--- config.mk ---
export PLATFORM = sky130hd
export DESIGN_NAME = led_blink_morse_driver_core
export DESIGN_NICKNAME = d
export VERILOG_FILES = /design/src/sv/lbm_pkg.sv /design/src/sv/lbm_msg_store.sv /design/src/sv/led_blink_morse_driver_core.sv
export SDC_FILE = /design/constraint.sdc
export NUM_CORES = 1
export LEC_CHECK = 0
export ABC_AREA = 1
export BUFFER_PORTS_ARGS = -buffer_cell sky130_fd_sc_hd__buf_2
export CELL_PAD_IN_SITES_DETAIL_PLACEMENT = 1
export CELL_PAD_IN_SITES_GLOBAL_PLACEMENT = 1
export CORE_MARGIN = 3
export CORE_UTILIZATION = 41
export CTS_CLUSTER_SIZE = 14
export DETAILED_ROUTE_END_ITERATION = 10
export PLACE_DENSITY = 0.79
export SLEW_MARGIN = 20
export SYNTH_ARGS = -nofsm -noshare
export SYNTH_HDL_FRONTEND = slang
export SYNTH_SLANG_ARGS = --single-unit
--- constraint.sdc ---
create_clock -name clk -period 11.62 [get_ports clk]
set_clock_uncertainty 0.05 [all_clocks]
set_input_delay 0.581 -clock clk [delete_from_list [all_inputs] [get_ports clk]]
set_output_delay 0.581 -clock clk [all_outputs]
set_load 0.02 [all_outputs]
--- src/sv/lbm_pkg.sv ---
// Shared constants, Morse tables and helpers for the LED keyer
package lbm_pkg;

  localparam int MSG_DEPTH_DEF = 64;
  localparam int TIME_BITS_DEF = 16;

  localparam int MODE_W     = 2;
  localparam int BLINK_W    = 15;
  localparam int DIT_W      = 14;
  localparam int DAH_W      = 16;
  localparam int DIT7_W     = 17;
  localparam int ELAPSED_W  = 16;
  localparam int CHAR_W     = 8;
  localparam int POS_W      = 7;
  localparam int CFG_IDX_W  = 3;
  localparam int CFG_DATA_W = 15;
  localparam int PAT_W      = 6;
  localparam int SYM_W      = 3;

  localparam logic [MODE_W-1:0] MODE_FIXED = 2'd0;
  localparam logic [MODE_W-1:0] MODE_BLINK = 2'd1;
  localparam logic [MODE_W-1:0] MODE_MORSE = 2'd2;

  localparam logic [CFG_IDX_W-1:0] REG_MODE      = 3'd0;
  localparam logic [CFG_IDX_W-1:0] REG_FIXED     = 3'd1;
  localparam logic [CFG_IDX_W-1:0] REG_BLINK_ON  = 3'd2;
  localparam logic [CFG_IDX_W-1:0] REG_BLINK_OFF = 3'd3;
  localparam logic [CFG_IDX_W-1:0] REG_DIT       = 3'd4;

  localparam logic [DIT_W-1:0]  DIT_RESET  = 14'd100;
  localparam logic [DAH_W-1:0]  DAH_RESET  = 16'd300;
  localparam logic [DAH_W-1:0]  DIT4_RESET = 16'd400;
  localparam logic [DIT7_W-1:0] DIT7_RESET = 17'd700;

  localparam logic [PAT_W-1:0] PAUSE_CODE = 6'h01;
  localparam logic [PAT_W-1:0] WAIT_CODE  = 6'h28;

  // leading 1 then symbols, 1 = dah
  localparam logic [PAT_W-1:0] LETTER_CODES [26] = '{
    6'h05, 6'h18, 6'h1A, 6'h0C, 6'h02, 6'h12, 6'h0E, 6'h10, 6'h04, 6'h17, 6'h0D, 6'h14,
    6'h07, 6'h06, 6'h0F, 6'h16, 6'h1D, 6'h0A, 6'h08, 6'h03, 6'h09, 6'h11, 6'h0B, 6'h19,
    6'h1B, 6'h1C
  };
  localparam logic [PAT_W-1:0] DIGIT_CODES [10] = '{
    6'h3F, 6'h2F, 6'h27, 6'h23, 6'h21, 6'h20, 6'h30, 6'h38, 6'h3C, 6'h3E
  };

  function automatic logic [PAT_W-1:0] code_for(input logic [CHAR_W-1:0] c);
    logic [PAT_W-1:0] code;
    if (c inside {[8'h61:8'h7A]}) begin
      code = LETTER_CODES[5'(c - 8'h61)];
    end else if (c inside {[8'h41:8'h5A]}) begin
      code = LETTER_CODES[5'(c - 8'h41)];
    end else if (c inside {[8'h30:8'h39]}) begin
      code = DIGIT_CODES[4'(c - 8'h30)];
    end else if (c <= 8'd32 || c >= 8'd128) begin
      code = PAUSE_CODE;
    end else begin
      code = WAIT_CODE;
    end
    return code;
  endfunction

  // symbol count: position of the leading marker bit, at least one
  function automatic logic [SYM_W-1:0] sym_count(input logic [PAT_W-1:0] p);
    logic [SYM_W-1:0] n;
    n = SYM_W'(1);
    for (int i = 2; i < PAT_W; i++) begin
      if (p[i]) n = SYM_W'(i);
    end
    return n;
  endfunction

endpackage

--- src/sv/lbm_msg_store.sv ---
// Message character store with registered, write-forwarded prefetch read
module lbm_msg_store
  import lbm_pkg::*;
#(
  parameter int MSG_DEPTH = MSG_DEPTH_DEF,
  localparam int ADDR_W = (MSG_DEPTH > 1) ? $clog2(MSG_DEPTH) : 1
) (
  input  logic              clk,
  input  logic              wr_en,
  input  logic [ADDR_W-1:0] wr_addr,
  input  logic [CHAR_W-1:0] wr_data,
  input  logic [ADDR_W-1:0] rd_addr,
  output logic [CHAR_W-1:0] rd_data,
  output logic [CHAR_W-1:0] head_data
);

  logic [CHAR_W-1:0] mem [MSG_DEPTH];
  logic [CHAR_W-1:0] rd_r;
  logic [CHAR_W-1:0] head_r;

  always_ff @(posedge clk) begin
    if (wr_en) begin
      mem[wr_addr] <= wr_data;
    end
    if (wr_en && wr_addr == rd_addr) begin
      rd_r <= wr_data;
    end else begin
      rd_r <= mem[rd_addr];
    end
    if (wr_en && wr_addr == '0) begin
      head_r <= wr_data;
    end
  end

  assign rd_data   = rd_r;
  assign head_data = head_r;

endmodule

--- src/sv/led_blink_morse_driver_core.sv ---
// LED keyer top level: fixed level, blink and looping Morse playback
//
//   channel | signals                                         | direction
//   in      | in_valid/in_ready, kind, elapsed, character,    | in
//           | last_char                                       |
//   out     | out_valid/out_ready, led_on, char_position      | out
//   cfg     | cfg_valid/cfg_ready, cfg_index, cfg_data        | in
//
// One transaction per cycle: all state updates between the input handshake
// and the result register, so the result shows in the cycle after acceptance.
// A transaction is taken while the result register is empty or being drained.
// Synchronous active-low reset initialises all control state; cfg_ready is always
// high. The store keeps a prefetched copy of the next character to play.
module led_blink_morse_driver_core
  import lbm_pkg::*;
#(
  parameter int MSG_DEPTH = MSG_DEPTH_DEF,
  parameter int TIME_BITS = TIME_BITS_DEF
) (
  input  logic                  clk,
  input  logic                  rst_n,
  input  logic                  in_valid,
  output logic                  in_ready,
  input  logic                  in_kind,
  input  logic [ELAPSED_W-1:0]  in_elapsed,
  input  logic [CHAR_W-1:0]     in_character,
  input  logic                  in_last_char,
  output logic                  out_valid,
  input  logic                  out_ready,
  output logic                  out_led_on,
  output logic [POS_W-1:0]      out_char_position,
  input  logic                  cfg_valid,
  output logic                  cfg_ready,
  input  logic [CFG_IDX_W-1:0]  cfg_index,
  input  logic [CFG_DATA_W-1:0] cfg_data
);

  localparam int ADDR_W = (MSG_DEPTH > 1) ? $clog2(MSG_DEPTH) : 1;
  localparam int CNT_W  = $clog2(MSG_DEPTH + 1);
  localparam int EXT_W  = ((TIME_BITS > 18) ? TIME_BITS : 18) + 1;
  localparam logic [EXT_W-1:0] TIME_MAX_EXT =
    {{(EXT_W - TIME_BITS){1'b0}}, {TIME_BITS{1'b1}}};
  localparam logic [CNT_W-1:0] DEPTH_C = CNT_W'(MSG_DEPTH);

  function automatic logic [TIME_BITS-1:0] sat_t(input logic [EXT_W-1:0] v);
    return (v > TIME_MAX_EXT) ? {TIME_BITS{1'b1}} : v[TIME_BITS-1:0];
  endfunction

  // configuration
  logic [MODE_W-1:0]  mode_r;
  logic               fixed_r;
  logic [BLINK_W-1:0] blink_on_r;
  logic [BLINK_W-1:0] blink_off_r;
  logic [DIT_W-1:0]   dit_r;
  logic [DAH_W-1:0]   dah_r;
  logic [DAH_W-1:0]   dit4_r;
  logic [DIT7_W-1:0]  dit7_r;
  logic [DIT_W-1:0]   cfg_dit;

  // keyer state
  logic [TIME_BITS-1:0] tc_r, tc_nxt;
  logic                 led_r, led_nxt;
  logic [TIME_BITS-1:0] on_mark_r, on_mark_nxt;
  logic [TIME_BITS-1:0] off_mark_r, off_mark_nxt;
  logic [PAT_W-1:0]     pat_r, pat_nxt;
  logic [SYM_W-1:0]     sl_r, sl_nxt;
  logic [CNT_W-1:0]     cnt_r, cnt_nxt;
  logic [CNT_W-1:0]     rp_r, rp_nxt;
  logic [CNT_W-1:0]     wp_r, wp_nxt;

  logic                 out_valid_r;
  logic                 out_led_r;
  logic [POS_W-1:0]     out_pos_r;
  logic [CNT_W+POS_W-1:0] wp_ext;

  // store port
  logic              wr_en;
  logic [ADDR_W-1:0] wr_addr;
  logic [ADDR_W-1:0] rd_addr;
  logic [CHAR_W-1:0] rd_data;
  logic [CHAR_W-1:0] head_data;

  // datapath temporaries
  logic                 accept;
  logic                 timed_mode;
  logic [CNT_W-1:0]     tick_pos;
  logic [CHAR_W-1:0]    tick_char;
  logic [CHAR_W-1:0]    load_char;
  logic [CNT_W-1:0]     load_cnt;
  logic [TIME_BITS-1:0] tc_a;
  logic [TIME_BITS-1:0] on_m, off_m;
  logic [PAT_W-1:0]     np_pat, ld_pat;
  logic [SYM_W-1:0]     np_sl1, np_sl;
  logic [CNT_W-1:0]     np_rp;
  logic                 np_pause;
  logic [EXT_W-1:0]     np_on_raw, np_gap;
  logic [TIME_BITS-1:0] np_on, np_off;

  assign accept     = in_valid && in_ready;
  assign in_ready   = rst_n && (!out_valid_r || out_ready);
  assign cfg_ready  = 1'b1;
  assign cfg_dit    = cfg_data[DIT_W-1:0];
  assign timed_mode = (mode_r == MODE_BLINK) || (mode_r == MODE_MORSE);

  lbm_msg_store #(
    .MSG_DEPTH (MSG_DEPTH)
  ) u_store (
    .clk       (clk),
    .wr_en     (wr_en),
    .wr_addr   (wr_addr),
    .wr_data   (in_character),
    .rd_addr   (rd_addr),
    .rd_data   (rd_data),
    .head_data (head_data)
  );

  always_comb begin
    // fetch sources
    tick_pos  = (rp_r >= cnt_r) ? '0 : rp_r;
    tick_char = (cnt_r != '0) ? rd_data : '0;
    load_cnt  = (wp_r < DEPTH_C) ? (wp_r + CNT_W'(1)) : wp_r;
    load_char = (wp_r == '0) ? in_character : head_data;
    ld_pat    = code_for(load_char);

    // tick: accumulate and reload blink marks
    tc_a  = sat_t(EXT_W'(tc_r) + EXT_W'(in_elapsed));
    on_m  = on_mark_r;
    off_m = off_mark_r;
    if (mode_r == MODE_BLINK) begin
      on_m  = sat_t(EXT_W'(blink_on_r));
      off_m = sat_t(EXT_W'(blink_on_r) + EXT_W'(blink_off_r));
    end

    // next Morse pulse
    if (sl_r == '0) begin
      np_pat = code_for(tick_char);
      np_sl1 = sym_count(np_pat);
      np_rp  = tick_pos + CNT_W'(1);
    end else begin
      np_pat = pat_r;
      np_sl1 = sl_r;
      np_rp  = rp_r;
    end
    np_sl     = np_sl1 - SYM_W'(1);
    np_pause  = (np_pat == PAUSE_CODE);
    np_on_raw = np_pat[np_sl] ? EXT_W'(dah_r) : EXT_W'(dit_r);
    if (np_sl != '0) begin
      np_gap = EXT_W'(dit_r);
    end else if (np_rp < cnt_r) begin
      np_gap = EXT_W'(dah_r);
    end else begin
      np_gap = EXT_W'(dit7_r);
    end
    np_on  = np_pause ? '0 : sat_t(np_on_raw);
    np_off = np_pause ? sat_t(EXT_W'(dit4_r)) : sat_t(np_on_raw + np_gap);

    tc_nxt       = tc_r;
    led_nxt      = led_r;
    on_mark_nxt  = on_mark_r;
    off_mark_nxt = off_mark_r;
    pat_nxt      = pat_r;
    sl_nxt       = sl_r;
    cnt_nxt      = cnt_r;
    rp_nxt       = rp_r;
    wp_nxt       = wp_r;
    wr_en        = 1'b0;
    wr_addr      = wp_r[ADDR_W-1:0];

    if (accept) begin
      if (!in_kind) begin
        tc_nxt = tc_a;
        if (timed_mode) begin
          on_mark_nxt  = on_m;
          off_mark_nxt = off_m;
          if (!led_r) begin
            if (tc_a >= off_m) begin
              tc_nxt = '0;
              if (mode_r == MODE_MORSE) begin
                pat_nxt      = np_pat;
                sl_nxt       = np_sl;
                rp_nxt       = np_rp;
                on_mark_nxt  = np_on;
                off_mark_nxt = np_off;
                if (np_on != '0) led_nxt = 1'b1;
              end else if (on_m != '0) begin
                led_nxt = 1'b1;
              end
            end else if (tc_a < on_m) begin
              led_nxt = 1'b1;
            end
          end else if (tc_a >= on_m) begin
            led_nxt = 1'b0;
          end
        end
      end else begin
        if (wp_r < DEPTH_C) begin
          wr_en  = 1'b1;
          wp_nxt = wp_r + CNT_W'(1);
        end
        if (in_last_char) begin
          cnt_nxt = load_cnt;
          wp_nxt  = '0;
          rp_nxt  = CNT_W'(1);
          pat_nxt = ld_pat;
          sl_nxt  = sym_count(ld_pat);
        end
      end
      if (!timed_mode) led_nxt = fixed_r;
    end

    rd_addr = (rp_nxt >= cnt_nxt) ? '0 : rp_nxt[ADDR_W-1:0];
    wp_ext  = {{POS_W{1'b0}}, wp_nxt};
  end

  always_ff @(posedge clk) begin
    if (!rst_n) begin
      mode_r      <= MODE_FIXED;
      fixed_r     <= 1'b0;
      blink_on_r  <= '0;
      blink_off_r <= '0;
      dit_r       <= DIT_RESET;
      dah_r       <= DAH_RESET;
      dit4_r      <= DIT4_RESET;
      dit7_r      <= DIT7_RESET;
    end else if (cfg_valid && cfg_ready) begin
      case (cfg_index)
        REG_MODE:      mode_r      <= cfg_data[MODE_W-1:0];
        REG_FIXED:     fixed_r     <= cfg_data[0];
        REG_BLINK_ON:  blink_on_r  <= cfg_data[BLINK_W-1:0];
        REG_BLINK_OFF: blink_off_r <= cfg_data[BLINK_W-1:0];
        REG_DIT: begin
          dit_r  <= cfg_dit;
          dah_r  <= {1'b0, cfg_dit, 1'b0} + DAH_W'(cfg_dit);
          dit4_r <= {cfg_dit, 2'b00};
          dit7_r <= {cfg_dit, 3'b000} - DIT7_W'(cfg_dit);
        end
        default: ;
      endcase
    end
  end

  always_ff @(posedge clk) begin
    if (!rst_n) begin
      tc_r        <= '0;
      led_r       <= 1'b0;
      on_mark_r   <= '0;
      off_mark_r  <= '0;
      pat_r       <= '0;
      sl_r        <= '0;
      cnt_r       <= '0;
      rp_r        <= '0;
      wp_r        <= '0;
      out_valid_r <= 1'b0;
    end else begin
      tc_r       <= tc_nxt;
      led_r      <= led_nxt;
      on_mark_r  <= on_mark_nxt;
      off_mark_r <= off_mark_nxt;
      pat_r      <= pat_nxt;
      sl_r       <= sl_nxt;
      cnt_r      <= cnt_nxt;
      rp_r       <= rp_nxt;
      wp_r       <= wp_nxt;
      if (accept) begin
        out_valid_r <= 1'b1;
      end else if (out_ready) begin
        out_valid_r <= 1'b0;
      end
    end
  end

  always_ff @(posedge clk) begin
    if (accept) begin
      out_led_r <= led_nxt;
      out_pos_r <= wp_ext[POS_W-1:0];
    end
  end

  assign out_valid         = out_valid_r;
  assign out_led_on        = out_led_r;
  assign out_char_position = out_pos_r;

endmodule

==> impl_metrics.py <==
metrics = {
    "outcome": {
        "outcome": "finished, final reports clean",
    },
    "synth": {
        "async_flop_share_pct": 0,
        "syn_inst": 3794,
        "ys_seq_area_share_pct": 55.1,
        "synth_area_sq_um": 34700,
        "yosysMostFrequentCell": "nand2_1",
        "synth_nets": 3991,
        "ys_top_cells_by_area": "edfxtp_1 46%, nand2_1 11%, dfxtp_1 9.4%",
        "yosysTopAreaCell": "edfxtp_1",
        "avgSynthCellArea_sq_um": 9.15,
        "ys_types": 58,
        "ys_warn_count": 0,
        "synthDominantCellAreaShare_pct": 45.7,
        "synth_seq_cells": 691,
        "synth_commonest_cells": "1027 x nand2_1, 528 x edfxtp_1, 513 x nand3_1, 277 x inv_1, 255 x a21oi_1",
        "synth_ff_type": "edfxtp_1",
        "synth-edff-count": 528,
    },
    "final_layout": {
        "syn_to_final_growth_pct": 10.4,
        "instances_no_fill": 4987,
        "final_util_pct": 45.7,
        "layout.nets": 3985,
        "multiInputGateArea_sq_um": 13500,
        "drive_gt1_share_pct": 6.52,
        "seq_area_sq_um": 19100,
        "n_fill_cell": 9754,
    },
    "cts": {
        "cts_sinks": 691,
        "cts_made_buffers": 78,
        "cts_tree": "yes",
        "holdBufCountCts": 0,
        "clockBufferDepth": 3,
        "cts_resized": 0,
        "clock_latency_ns": 0.64,
        "cts_setup_buffers": 0,
        "path_clk_slew_ns": 0.06,
        "htree_num_levels": 3,
        "clockRootBuffer": "clkbuf_16",
    },
    "setup_path": {
        "worstPathArrival_ns": 10.44,
        "cp.required_ns": 12.01,
        "path_common_cell": "nand2_1",
        "critPathLaunchType": "flop",
        "max_stage_delay_ns": 0.77,
        "worstSetupEndpointType": "flop",
        "worstPathMaxFanout": 202,
        "reg2reg_depth": 55,
        "r2r-end": "off_mark_r[2]",
        "critPathSlowestCell": "dfxtp_4",
        "r2r_slack_ns": 1.57,
        "cp-endpoint": "off_mark_r[2]",
        "crit_type": "reg2reg",
    },
    "sta": {
        "finalHoldViolCount": 0,
        "worst_slack_ns": 1.57,
        "worst_pin_slew_ns": 1.21,
        "max_freq_mhz": 99.5,
        "slew_viol_final": 0,
        "period_share_pct": 86.5,
        "fin_tns_setup_ns": 0,
        "rsz0062_at_grt": "no",
        "setup_viol": 0,
        "timing.hold.ws_ns": 0.139,
        "period_needed_ns": 10.05,
        "maxSlewHeadroom_pct": 19.1,
    },
    "floorplan": {
        "core_area_sq_um": 83800,
        "ios": 60,
        "dieArea_sq_um": 88200,
        "die_h_microns": 297,
        "initial_core_util_pct": 41.4,
        "rows": 106,
        "die_x_microns": 297,
    },
    "global_routing": {
        "grtUsageTotal_pct": 24.1,
        "use_met2_pct": 38.3,
        "grt_pass1_wl_microns": 168000,
        "top_usage_layer": "met2",
        "grtUsageMet3_pct": 4.15,
        "grt_antenna_before_repair": 2,
        "grt_pass1_vias": 28600,
        "use_met1_pct": 33.7,
        "grt_overflow": 0,
        "grt_start_max_net_pins": 203,
    },
    "power_and_ir_drop": {
        "peakVddDrop_v": 0.000100,
        "p_leak_nw": 15.0,
        "p_per_area_nw_per_um2": 163,
    },
    "placed_design": {
        "portBuffers": 58,
        "preCtsSetupSlack_ns": 1.86,
        "place_congestion": 0.873,
        "dp.cells": 4842,
        "dp_hpwl_microns": 70300,
    },
    "drt": {
        "via_per_inst": 5.61,
        "drtPass1Iterations": 5,
        "postRouteAntennaNets": 0,
        "wl_per_cell_microns": 21.8,
        "drt_iter0_drc": 2417,
        "drc": 0,
        "num_vias": 28000,
        "wirelength_microns": 108000,
    },
    "worst_hold_path": {
        "hold_class": "in2reg",
        "min_from": "in_valid",
    },
    "flow_run": {
        "drv_cap": 0,
    },
}
-- where the power goes --
group / internal (mW) / switching [mW] / total, mW
Clock: 1.44 / 1.06 / 2.50
Combinational: 0.330 / 0.716 / 1.05
Sequential: 2.67 / 0.0221 / 2.69
-- worst max-delay path, delay by kind of cell, from the launching register on --
kind	cells	cell delay [ns]
AND/OR/NAND/NOR	31	3.83
AO/OA/AOI/OAI	15	2.19
buffers and inverters	5	1.41
adder cells (fa/ha/maj)	4	1.22
flip-flops	1	0.77
-- sequential cells by signal, indices dropped and copies added, names as in the netlist, 7 cells and up, named ones only --
signal / flops
u_store.mem: 512
dah_r: 16
off_mark_r: 16
on_mark_r: 16
tc_r: 16
blink_off_r: 15
blink_on_r: 15
dit7_r: 15
dit4_r: 13
u_store.head_data: 8
cnt_r: 7
out_char_position: 7
rp_r: 7
wp_r: 7
-- final cells by class --
| type | count | share of cell area, % |
|---|---|---|
| timing repair buffer | 94 | 1.56 |
| inverter | 293 | 2.90 |
| clock inverter | 44 | 1.22 |
| tap | 1134 | 3.70 |
| antenna | 2 | 0.0131 |
| multi-input combinational | 2630 | 35.1 |
| sequential | 691 | 49.9 |
| clock buffer | 99 | 5.54 |
-- through the flow --
| step | cell area [sq um] | total power [mW] |
|---|---|---|
| finish | 38300 | 6.24 |
| global placement | 35700 | 3.74 |
| global route | 38300 | 6.50 |
| CTS | 38300 | 6.26 |
| detailed placement | 35700 | 3.77 |
| floorplan | 34700 | 3.48 |
-- logic make-up after synthesis --
logic type,share of synthesized area [%]
adders and majority gates,5.42
and+or+nand+nor,22.3
other,0.0108
buffers and inverters,6.19
xor gates and xnor gates,1.16
muxes,0.663
DFF,55.1
AOI/OAI and AO/OA,9.14
-- worst min path at each step --
stage | to | slack [ns] | depth (start not counted)
2_1_floorplan | fixed_r | 0.37 | 2
3_3_place_gp | blink_off_r[11] | 0.39 | 2
3_5_place_dp | blink_off_r[5] | 0.40 | 2
4_1_cts | blink_on_r[14] | 0.1 | 3
5_1_grt | out_valid | 0.13 | 3
6_report | out_valid | 0.14 | 3
-- layout by cell type (no fill, tap or decap), types with 22 or more instances in the layout --
cell          n
a21oi_1     255
buf_2        58
buf_4        33
clkbuf_16    80
clkinv_1     24
dfxtp_1     160
edfxtp_1    528
ha_1        144
inv_1       276
mux2i_1      23
nand2_1    1027
nand3_1     513
nand4_1      22
nor2_1      213
o21ai_0     193
xor2_1       35
-- routing by layer --
| layer | wire, microns | part of all wire, % | vias to the layer above |
|---|---|---|---|
| met5 | 0 | 0 | - |
| met4 | 3000 | 2.8 | 0 |
| met3 | 7650 | 7.1 | 180 |
| met2 | 49500 | 46 | 903 |
| met1 | 48300 | 45 | 13900 |
| li1 | - | - | 13000 |
No activity file was read; power rests on OpenSTA's default activity.
